**src/hdl/rsnp_pkg.sv**
```systemverilog
`default_nettype none
// ============================================================================
// rsnp_pkg
// Shared types and constants of the nearest ray-sphere pick block.
// ============================================================================
package rsnp_pkg;

    localparam int COORD_W = 24;          // Q12.12 coordinate width
    localparam int RADIUS_W = 23;         // unsigned Q11.12 radius width
    localparam int DIFF_W = COORD_W + 1;  // origin minus centre
    localparam int MUL_W = 27;            // signed multiplier operand width
    localparam int PROD_W = 2 * MUL_W;    // signed product width
    localparam int DOT_W = 52;            // dot products and squares
    localparam int HALF_W = 25;           // split point of wide operands
    localparam int MAG_W = 50;            // magnitude of |h| and c
    localparam int WIDE_W = 100;          // h*h, a*c and discriminant
    localparam int ROOT_W = 50;           // floor square root width
    localparam int REM_W = 54;            // square root remainder width
    localparam int NUM_W = 56;            // root numerator width
    localparam int INDEX_W = 10;          // result index width

    // Register indexes of the configuration port.
    localparam logic [2:0] REG_RADIUS = 3'd0;
    localparam logic [2:0] REG_ORIGIN_X = 3'd1;
    localparam logic [2:0] REG_ORIGIN_Y = 3'd2;
    localparam logic [2:0] REG_ORIGIN_Z = 3'd3;
    localparam logic [2:0] REG_DIR_X = 3'd4;
    localparam logic [2:0] REG_DIR_Y = 3'd5;
    localparam logic [2:0] REG_DIR_Z = 3'd6;

    typedef struct packed {
        logic [RADIUS_W-1:0]       radius;
        logic signed [COORD_W-1:0] origin_x;
        logic signed [COORD_W-1:0] origin_y;
        logic signed [COORD_W-1:0] origin_z;
        logic signed [COORD_W-1:0] dir_x;
        logic signed [COORD_W-1:0] dir_y;
        logic signed [COORD_W-1:0] dir_z;
    } cfg_t;

    // One queued request between the front and the back.
    typedef struct packed {
        logic signed [DIFF_W-1:0] ox;
        logic signed [DIFF_W-1:0] oy;
        logic signed [DIFF_W-1:0] oz;
        logic                     last;
    } entry_t;

    typedef enum logic [3:0] {
        ST_IDLE,
        ST_MUL,
        ST_ACC,
        ST_CLASSIFY,
        ST_DISC,
        ST_SQRT,
        ST_ROOT,
        ST_PICK,
        ST_EMIT
    } state_t;

endpackage
`default_nettype wire

```
**src/hdl/rsnp_front.sv**
```systemverilog
`default_nettype none
// ============================================================================
// rsnp_front
// Accepts sphere centres, forms origin minus centre and queues the requests.
// ============================================================================
module rsnp_front
(
    input  wire                                clk,
    input  wire                                rst_n,
    input  wire rsnp_pkg::cfg_t                cfg,
    input  wire                                s_tvalid,
    output logic                               s_tready,
    input  wire [3*rsnp_pkg::COORD_W-1:0]      s_tdata,
    input  wire                                s_tlast,
    output logic                               q_valid,
    input  wire                                q_ready,
    output rsnp_pkg::entry_t                   q_data
);

    rsnp_pkg::entry_t queue_reg [2];
    logic       wr_ptr_reg, wr_ptr_next;
    logic       rd_ptr_reg, rd_ptr_next;
    logic [1:0] count_reg, count_next;
    logic       push, pop;
    rsnp_pkg::entry_t entry_in;

    logic signed [rsnp_pkg::COORD_W-1:0] cx, cy, cz;

    assign cx = s_tdata[rsnp_pkg::COORD_W-1:0];
    assign cy = s_tdata[2*rsnp_pkg::COORD_W-1:rsnp_pkg::COORD_W];
    assign cz = s_tdata[3*rsnp_pkg::COORD_W-1:2*rsnp_pkg::COORD_W];

    always_comb
    begin
        entry_in.ox = rsnp_pkg::DIFF_W'(cfg.origin_x) - rsnp_pkg::DIFF_W'(cx);
        entry_in.oy = rsnp_pkg::DIFF_W'(cfg.origin_y) - rsnp_pkg::DIFF_W'(cy);
        entry_in.oz = rsnp_pkg::DIFF_W'(cfg.origin_z) - rsnp_pkg::DIFF_W'(cz);
        entry_in.last = s_tlast;
    end

    assign s_tready = (count_reg != 2'd2);
    assign q_valid = (count_reg != 2'd0);
    assign q_data = queue_reg[rd_ptr_reg];
    assign push = s_tvalid && s_tready;
    assign pop = q_valid && q_ready;

    always_comb
    begin
        wr_ptr_next = push ? ~wr_ptr_reg : wr_ptr_reg;
        rd_ptr_next = pop ? ~rd_ptr_reg : rd_ptr_reg;
        count_next = count_reg + 2'(push) - 2'(pop);
    end

    always_ff @(posedge clk or negedge rst_n)
    begin
        if (!rst_n)
        begin
            wr_ptr_reg <= 1'b0;
            rd_ptr_reg <= 1'b0;
            count_reg <= 2'd0;
        end
        else
        begin
            wr_ptr_reg <= wr_ptr_next;
            rd_ptr_reg <= rd_ptr_next;
            count_reg <= count_next;
        end
    end

    always_ff @(posedge clk)
    begin
        if (push)
        begin
            queue_reg[wr_ptr_reg] <= entry_in;
        end
    end

endmodule
`default_nettype wire

```
**config.mk**
```make
export PLATFORM = sky130hd
export DESIGN_NAME = rsnp_front
export DESIGN_NICKNAME = d
export VERILOG_FILES = /design/src/hdl/rsnp_pkg.sv /design/src/hdl/rsnp_front.sv
export SDC_FILE = /design/constraint.sdc
export NUM_CORES = 1
export LEC_CHECK = 0
export ABC_AREA = 1
export ABC_CLOCK_PERIOD_IN_PS = 6550
export BUFFER_PORTS_ARGS = -buffer_cell sky130_fd_sc_hd__buf_2
export CORE_UTILIZATION = 45
export CTS_CLUSTER_DIAMETER = 150
export DETAILED_ROUTE_END_ITERATION = 10
export PLACE_DENSITY = 0.7
export RECOVER_POWER = 25
export SLEW_MARGIN = 30
export SYNTH_ARGS = -nofsm -noshare
export SYNTH_HDL_FRONTEND = slang
export SYNTH_SLANG_ARGS = --single-unit
```
**constraint.sdc**
```tcl
create_clock -name clk -period 6.55 [get_ports clk]
set_input_delay 1.31 -clock clk [delete_from_list [all_inputs] [get_ports clk]]
set_output_delay 1.31 -clock clk [all_outputs]
set_load 0.05 [all_outputs]
```
Yosys cells after proc, flatten, opt, wreduce, memory -nomap -nowiden
Memories as Yosys holds them, arrays and structs flattened.
Cells that the tools add are included.

storage, ports and cells
  bits in registers = 4
  bits in writable memories = 152
  output and inout port bits = 78
  word-level logic and storage cells = 17
  memories = 1

memory list
  name       words  bits a word  read ports  clocked after memory_dff  wr ports  line              RTL
  queue_reg  2      76           1           0                         1         rsnp_front.sv:20  rsnp_pkg::entry_t queue_reg [2];

operators by class
  add/subtract/negate cells = 5
  equal/unequal tests = 1
  mux-type cells = 2
  bitwise gates (word level) = 2
  reduce and logical (&&, ||, !) cells = 3

operators with widths
  cell                  count
  $sub A24 B24 Y25      3
  $add A2 B1 Y2         1
  $logic_and A1 B1 Y1   2
  $mux W1               2
  $ne A2 B2 Y1 const B  1
  $not A1 Y1            2
  $reduce_bool A2 Y1    1
  $sub A2 B1 Y2         1

Depth between registers and ports, before layout
Gate-level depths: netlist of the first run.

  depth after elaboration = 4
  gate-level depth with buffers = 12
  depth with buffers taken out = 12

Least setup slack after synthesis of the first run
Ideal clock, no wire load.

  kind = input -> register
  start = input port s_tvalid
  end = memory queue_reg[1][0] (netlist bit), enable pin
  setup time = 0.513 ns
  arrival time = 4.623 ns
  setup slack = 1.415 ns
  stages = 2
  buffers on the path = 0
  cells stage by stage = nand2_1 nor2_1

on the way
  word-level cells in the longest chain between the ends = 3

ends and longest elaborated chain
  item                           line              RTL
  start, declared                rsnp_front.sv:11  input wire s_tvalid,
  $logic_and A1 B1 Y1            rsnp_front.sv:44  assign push = s_tvalid && s_tready;
  $mux W1                        rsnp_front.sv:72  if (push)
  $mux W1 (not written as such)  rsnp_front.sv:74  queue_reg[wr_ptr_reg] <= entry_in;
  end, declared                  rsnp_front.sv:20

No other way between the ends.

Worst setup path in the final report of the first run
  start = input port s_tvalid
  end = memory queue_reg[0][25] (netlist bit), enable pin

The elaborated chain is that of the path after synthesis.

==> summary.txt, run 1 <==
Outcome
  – Run status: complete, but fails checks
  – Failing checks: max-capacitance violations, max-slew violations

Setup path
  – Cell chain of the critical path: clkbuf_1 > nand2_1 > nor2_4 > clkdlybuf4s25_1
  – Worst Reg-to-Reg Cells: 5
  – WP depth: 4
  – Worst Path Buf+Inv: 2
  – Worst Path Max Fanout: 76
  – CP max stage cell: clkdlybuf4s25_1
  – Startpoint Class: input pin
  – Worst EP arrival: 4.76 ns
  – CP Data Required Time: 6.49 ns
  – CP Capture Type: flip-flop
  – Top delay family on crit path: buffers and inverters
  – Kind of critical path: input pin to flip-flop
  – Largest stage delay on the critical path: 3.00 ns

CTS
  – Clock sink total: 156
  – Post-CTS Hold Buffers: 0
  – Total CTS buffers: 17
  – Number of post-CTS setup repair buffers: 0
  – Clock H-tree levels: 4
  – Clk slew on worst S/H paths: 0.07 ns
  – Worst-skew pair later-pin latency: 0.43 ns
  – CTS tree: done
  – CTS Buffer Depth: 2
  – Post-cts resize count: 0
  – Clock tree root driver cell: clkbuf_16

Timing
  – Setup violations, final: 0
  – Slew Limit Fails: 143
  – Clk_skew: 0.0107 ns
  – Endpoints failing hold: 0
  – RSZ-0062 raised after global routing: no
  – Tmin final: 4.83 ns
  – Relative slew slack: -1.69
  – Worst-Margin Slew: 4.04 ns
  – Max frequency: 207 MHz
  – Setup slack after layout: 1.72 ns
  – Setup TNS: 0 ns
  – Final Cycle Share: 0.737

Logic synthesis
  – Synth Register Bits: 156
  – Sequential fraction of the synthesis area: 0.405
  – Complex-gate fraction of the synthesized area: 0.0170
  – Post-synthesis cell type count: 24
  – Synth area leader: edfxtp_1
  – Xor/xnor share of the synthesized area: 0.0320
  – Syn Area/Cell: 7.05 sq um
  – Synth Cell Area: 11500 sq um
  – Post-synthesis mux area share: 0
  – Main combinational cell family by area after synthesis: simple AND/OR/NAND/NOR gates
  – Synth top area share: 0.397
  – Synth Area in Adders: 0.0857
  – Synthesized Nets: 1953
  – Yosys warning count: 0
  – Top post-synthesis cells by area: edfxtp_1 40%, nand2_1 24%, inv_1 11%
  – Cells after Synth: 1632
  – Synth Area in Simple Gates: 0.340

Floorplanning
  – FP Rows: 58
  – I/O pins: 322
  – Die W: 162 um
  – Die Area: 26200 sq um
  – Die height: 162 um
  – Core Footprint: 25100 sq um
  – Initial Util: 0.458

Global routing
  – Vias in the first global route: 9627
  – First-pass GRT wire length: 45.4 mm
  – Overall Global Routing Usage: 0.219
  – Total grt overflow: 0
  – Largest net degree at the start of global routing: 77
  – Initial antenna violation count: 0

Power and ir drop
  – Sw Share: 0.489
  – Internal power: 2.55 mW
  – Power per Cell Area: 365 nW/um^2
  – Register share of total power: 0.304
  – Gate power share: 0.492
  – Switch Pwr: 2.43 mW
  – Max VDD drop: 0.685 mV
  – Cell leakage power: 7.62 nW
  – Clk pwr share: 0.204
  – Pwr Total: 4.98 mW

Layout
  – Antenna Cells: 0
  – Most common cell after layout, fill and taps aside: nand2_1
  – Utilization after layout: 0.543
  – Max reg flops: 152
  – Area of the multi-input gates: 5460 sq um
  – Most frequent cells in the layout: 734 x nand2_1, 338 x inv_1, 223 x buf_2
  – Nets: 2185
  – Filler cell count: 2406
  – FF+latch area: 4670 sq um
  – Layout Area Growth over Synthesis: 18.4%
  – Share of cells above drive strength 1: 0.170

Drt
  – Vias per cell: 4.68
  – Routed vias: 10300
  – Routed Antenna Nets: 0
  – Initial DRC Count: 489
  – Per-cell routed wire length: 12.6 um
  – Drt pass-1 iters: 5
  – DRC Markers: 0
  – Drt total wl: 27.8 mm

Placed design
  – Detail Placement HPWL: 21.2 mm
  – I/O Buffers: 226
  – Pre-CTS WS: 3.11 ns
  – Placer Congestion: 0.885

Min path
  – Worst min path class: flip-flop to flip-flop
  – Cell depth of the worst hold path: 1

Job
  – Max-cap violation count: 3
==> Yosys cell counts, drive strengths merged <==
cell,number
nand3b,5
xor2,36
and2,4
buf,9
nor3,6
inv,347
ha,74
nand3,61
fa,3
or2,5
a21oi,39
nor2,97
nand2,758
nand4,18
xnor2,6
dfrtp,4
clkbuf,8
edfxtp,152
==> final timing paths <==
path | start | end | slack (ns)
worst max-delay path | s_tvalid | queue_reg[0][25]$_DFFE_PP_ | 1.72
worst min-delay path | count_reg[0]$_DFF_PN0_ | count_reg[0]$_DFF_PN0_ | 0.57
worst max register to register | count_reg[0]$_DFF_PN0_ | queue_reg[0][25]$_DFFE_PP_ | 2.22
worst min register to register | count_reg[0]$_DFF_PN0_ | count_reg[0]$_DFF_PN0_ | 0.57
max in group asynchronous | rst_n | rd_ptr_reg$_DFFE_PN0P_ | 5.63
min in group asynchronous | rst_n | count_reg[1]$_DFF_PN0_ | 0.71
==> layout make-up <==
type                       instances  area share
clock buffer                      17      0.0312
clock inverter                    15      0.0145
inverter                         347      0.0956
multi-input combinational       1112       0.401
sequential                       156       0.342
tap                              330      0.0303
timing repair buffer             230      0.0851
==> through the flow <==
stage / cells / area [sq um] / hold slack, ns
2_1_floorplan: 1632 / 11500 / 0.485
3_3_place_gp: 2175 / 13000 / 0.511
3_5_place_dp: 2175 / 13000 / 0.542
4_1_cts: 2207 / 13600 / 0.558
5_1_grt: 2207 / 13600 / 0.568
6_report: 2207 / 13600 / 0.567
==> cells by family (layout without fill, tap and decap cells) <==
family | Yosys count | in the layout
buffers and inverters | 364 | 609
xor gates and xnor gates | 42 | 42
adders and majority gates | 77 | 77
DFF | 156 | 156
AOI/OAI and AO/OA | 39 | 39
and+or+nand+nor | 954 | 954
==> routing by layer <==
layer | up-vias | part of all wire | global-route usage
met4 | 0 | 0.013 | 0.0510
met5 | - | 0 | 0
met3 | 28 | 0.048 | 0.0363
met1 | 4595 | 0.46 | 0.285
met2 | 288 | 0.48 | 0.379
li1 | 5420 | - | -
==> power groups by stage <==
stage / Clock (mW) / Combinational, mW / Sequential [mW]
after global placement: 0 / 2.45 / 1.51
after global routing: 1.08 / 2.66 / 1.54
after detailed placement: 0 / 2.47 / 1.52
final: 1.02 / 2.45 / 1.51
after floorplan: 0 / 1.84 / 1.53
after CTS: 1.04 / 2.48 / 1.50
Note: power is estimated with default switching activity, not from simulation.
==> run 2, diff against run 1 <==
Settings changed: ABC_CLOCK_PERIOD_IN_PS 6550 to 4700.
Clock period 6.55 ns to 4.7 ns, I/O delays scaled along.
==> run 2 against run 1 <==
Net effect: the run still ends with max-capacitance violations, max-slew violations left; hold slack lost 0.22 ns; routed wire length up 0.23%; global-route usage fell by 0.26 points; critical path depth up 1; clock skew is 0.0028 ns lower; cell area is 0.23% lower; combinational power is 40% higher; via count grew 0.23%; sequential power increased by 38%; flip-flop and latch count is the same; utilization down 0.12 points; die area did not move.
==> summary.txt, run 2 (synthesis gave the netlist of run 1 again) <==
Outcome
  – Run status: complete, but fails checks
  – Failing checks: max-capacitance violations, max-slew violations

Setup path
  – CP dominant cell by count: nand2_1
  – CP Capture Type: output pin
  – Worst R2R End: queue_reg[1][1]$_DFFE_PP_
  – WP depth: 5 (+1)
  – CP Data Required Time: 3.76 ns (-2.73 ns)
  – R2R Path Start: count_reg[1]$_DFF_PN0_
  – Worst Path Buf+Inv: 3 (+1)
  – Flop-to-flop setup slack: 1.25 ns (-0.97 ns)
  – Worst Path Max Fanout: 43 (-43%)
  – CP max stage cell: inv_1
  – End of the critical path: q_data[55]
  – Top delay family on crit path: buffers and inverters
  – Worst EP arrival: 2.81 ns (-1.95 ns)
  – Worst Reg-to-Reg Cells: 4 (-1)
  – Largest stage delay on the critical path: 1.04 ns (-1.96 ns)
  – Startpoint Class: flip-flop
  – Setup crit start: rd_ptr_reg$_DFFE_PN0P_
  – Kind of critical path: flip-flop to output pin
  – Cell chain of the critical path: inv_1 > buf_4 > nand2_1 > nand2_1 > buf_2

Timing
  – Endpoints failing hold: 0 (unchanged)
  – RSZ-0062 raised after global routing: no
  – Worst-Margin Slew: 2.04 ns (-2.00 ns)
  – Final Cycle Share: 0.797
  – Slew Limit Fails: 101 (-29%)
  – Setup violations, final: 0 (unchanged)
  – Clk_skew: 0.00795 ns (-0.00279 ns)
  – Relative slew slack: -0.358 (+1.34)
  – Setup TNS: 0 ns (unchanged)
  – Tmin final: 3.75 ns
  – Max frequency: 267 MHz

Drt
  – Routed vias: 10400 (+0.23%)
  – Per-cell routed wire length: 12.6 um (+0.18%)
  – Drt total wl: 27.8 mm (+0.23%)
  – Drt pass-1 iters: 5 (unchanged)
  – Vias per cell: 4.69 (+0.19%)
  – Routed Antenna Nets: 0 (unchanged)
  – DRC Markers: 0 (unchanged)
  – Initial DRC Count: 693 (+42%)

Layout
  – Nets: 2187 (+0.092%)
  – Filler cell count: 2425 (+0.79%)
  – Area of the multi-input gates: 5460 sq um (-0.14%)
  – Most frequent cells in the layout: 734 x nand2_1, 338 x inv_1, 223 x buf_2
  – Max reg flops: 152 (unchanged)
  – Antenna Cells: 0 (unchanged)
  – Most common cell after layout, fill and taps aside: nand2_1
  – Layout Area Growth over Synthesis: 18.1%
  – Share of cells above drive strength 1: 0.169 (-0.00169)
  – FF+latch area: 4670 sq um (unchanged)
  – Cell area after layout: 13600 sq um (-0.23%)

CTS
  – CTS Buffer Depth: 2 (unchanged)
  – Post-cts resize count: 0 (unchanged)
  – Clock tree root driver cell: clkbuf_16
  – Total CTS buffers: 17 (unchanged)
  – Clock sink total: 156 (unchanged)
  – CTS tree: done
  – Clk slew on worst S/H paths: 0.06 ns (about the same)
  – Clock H-tree levels: 4 (unchanged)
  – Worst-skew pair later-pin latency: 0.42 ns (about the same)
  – Post-CTS Hold Buffers: 0 (unchanged)
  – Number of post-CTS setup repair buffers: 0 (unchanged)

Power and ir drop
  – Power per Cell Area: 509 nW/um^2 (+39%)
  – Cell leakage power: 7.61 nW (about the same)
  – Max VDD drop: 0.710 mV (+3.7%)

Global routing
  – Initial antenna violation count: 0 (unchanged)
  – Total grt overflow: 0 (unchanged)
  – First-pass GRT wire length: 44.7 mm (-1.4%)
  – Overall Global Routing Usage: 0.217 (-0.00255)
  – Largest net degree at the start of global routing: 77 (unchanged)
  – Vias in the first global route: 9371 (-2.7%)

Floorplanning
  – Core Footprint: 25100 sq um (unchanged)
  – FP Rows: 58 (unchanged)
  – Die height: 162 um (unchanged)
  – Die W: 162 um (unchanged)
  – I/O pins: 322 (unchanged)
  – Die Area: 26200 sq um (unchanged)
  – Initial Util: 0.458 (unchanged)

Min path
  – Worst min path class: input pin to asynchronous set/reset pin

Placed design
  – Placer Congestion: 0.907 (+2.5%)
  – Detail Placement HPWL: 21.6 mm (+1.9%)
  – Area after DPL: 13100 sq um (+0.28%)
  – I/O Buffers: 226 (unchanged)

Job
  – Max-cap violation count: 2 (-1)
==> run 2: cell count changes in the layout (fill, tap and decap cells not counted), moves of 2 or more <==
| cell | delta |
|---|---|
| bufinv_16 | +2 |
| clkbuf_1 | +2 |
| clkinv_1 | +2 |
| clkinv_8 | -4 |
| inv_6 | +2 |
| inv_8 | -6 |
==> run 2: worst min path at each step <==
stage	slack, ns	to	from
floorplan	0.49	count_reg[0]$_DFF_PN0_	count_reg[0]$_DFF_PN0_
global placement	0.51	count_reg[0]$_DFF_PN0_	count_reg[0]$_DFF_PN0_
detailed placement	0.52	count_reg[0]$_DFF_PN0_	count_reg[0]$_DFF_PN0_
CTS	0.30	wr_ptr_reg$_DFFE_PN0P_	rst_n
global route	0.35	wr_ptr_reg$_DFFE_PN0P_	rst_n
finish	0.35	wr_ptr_reg$_DFFE_PN0P_	rst_n
==> run 2: where the power goes <==
| group | internal (mW) | switching [mW] | leakage, nW | total [mW] |
|---|---|---|---|---|
| combinational | 0.748 | 2.67 | 5.86 | 3.42 |
| clock | 0.838 | 0.576 | 0.291 | 1.41 |
| sequential | 2.01 | 0.0786 | 1.46 | 2.09 |
| total | 3.60 | 3.32 | 7.61 | 6.92 |
==> run 2: cell type report <==
cell class,instances,share of cell area
inverter,347,0.0958
clock buffer,18,0.0316
clock inverter,13,0.0121
sequential,156,0.343
tap,330,0.0304
multi-input combinational,1112,0.401
timing repair buffer,232,0.0858
==> run 2: through the flow <==
step	hold slack, ns	power (mW)	cells	setup WS [ns]	utilization
floorplan	0.492	4.68	1632	1.21	-
global placement	0.505	5.54	2177	1.87	0.520
detailed placement	0.520	5.58	2177	1.87	0.520
CTS	0.302	7.00	2208	1.40	0.544
global route	0.350	7.31	2208	0.687	0.541
finish	0.348	6.92	2208	0.953	0.541
==> run 2: layer usage <==
layer,vias to the layer above,track usage,wire (um)
met5,-,0,0
met4,0,0.0575,308
met3,23,0.0268,1350
met2,268,0.375,13500
met1,4642,0.285,12700
li1,5422,-,-
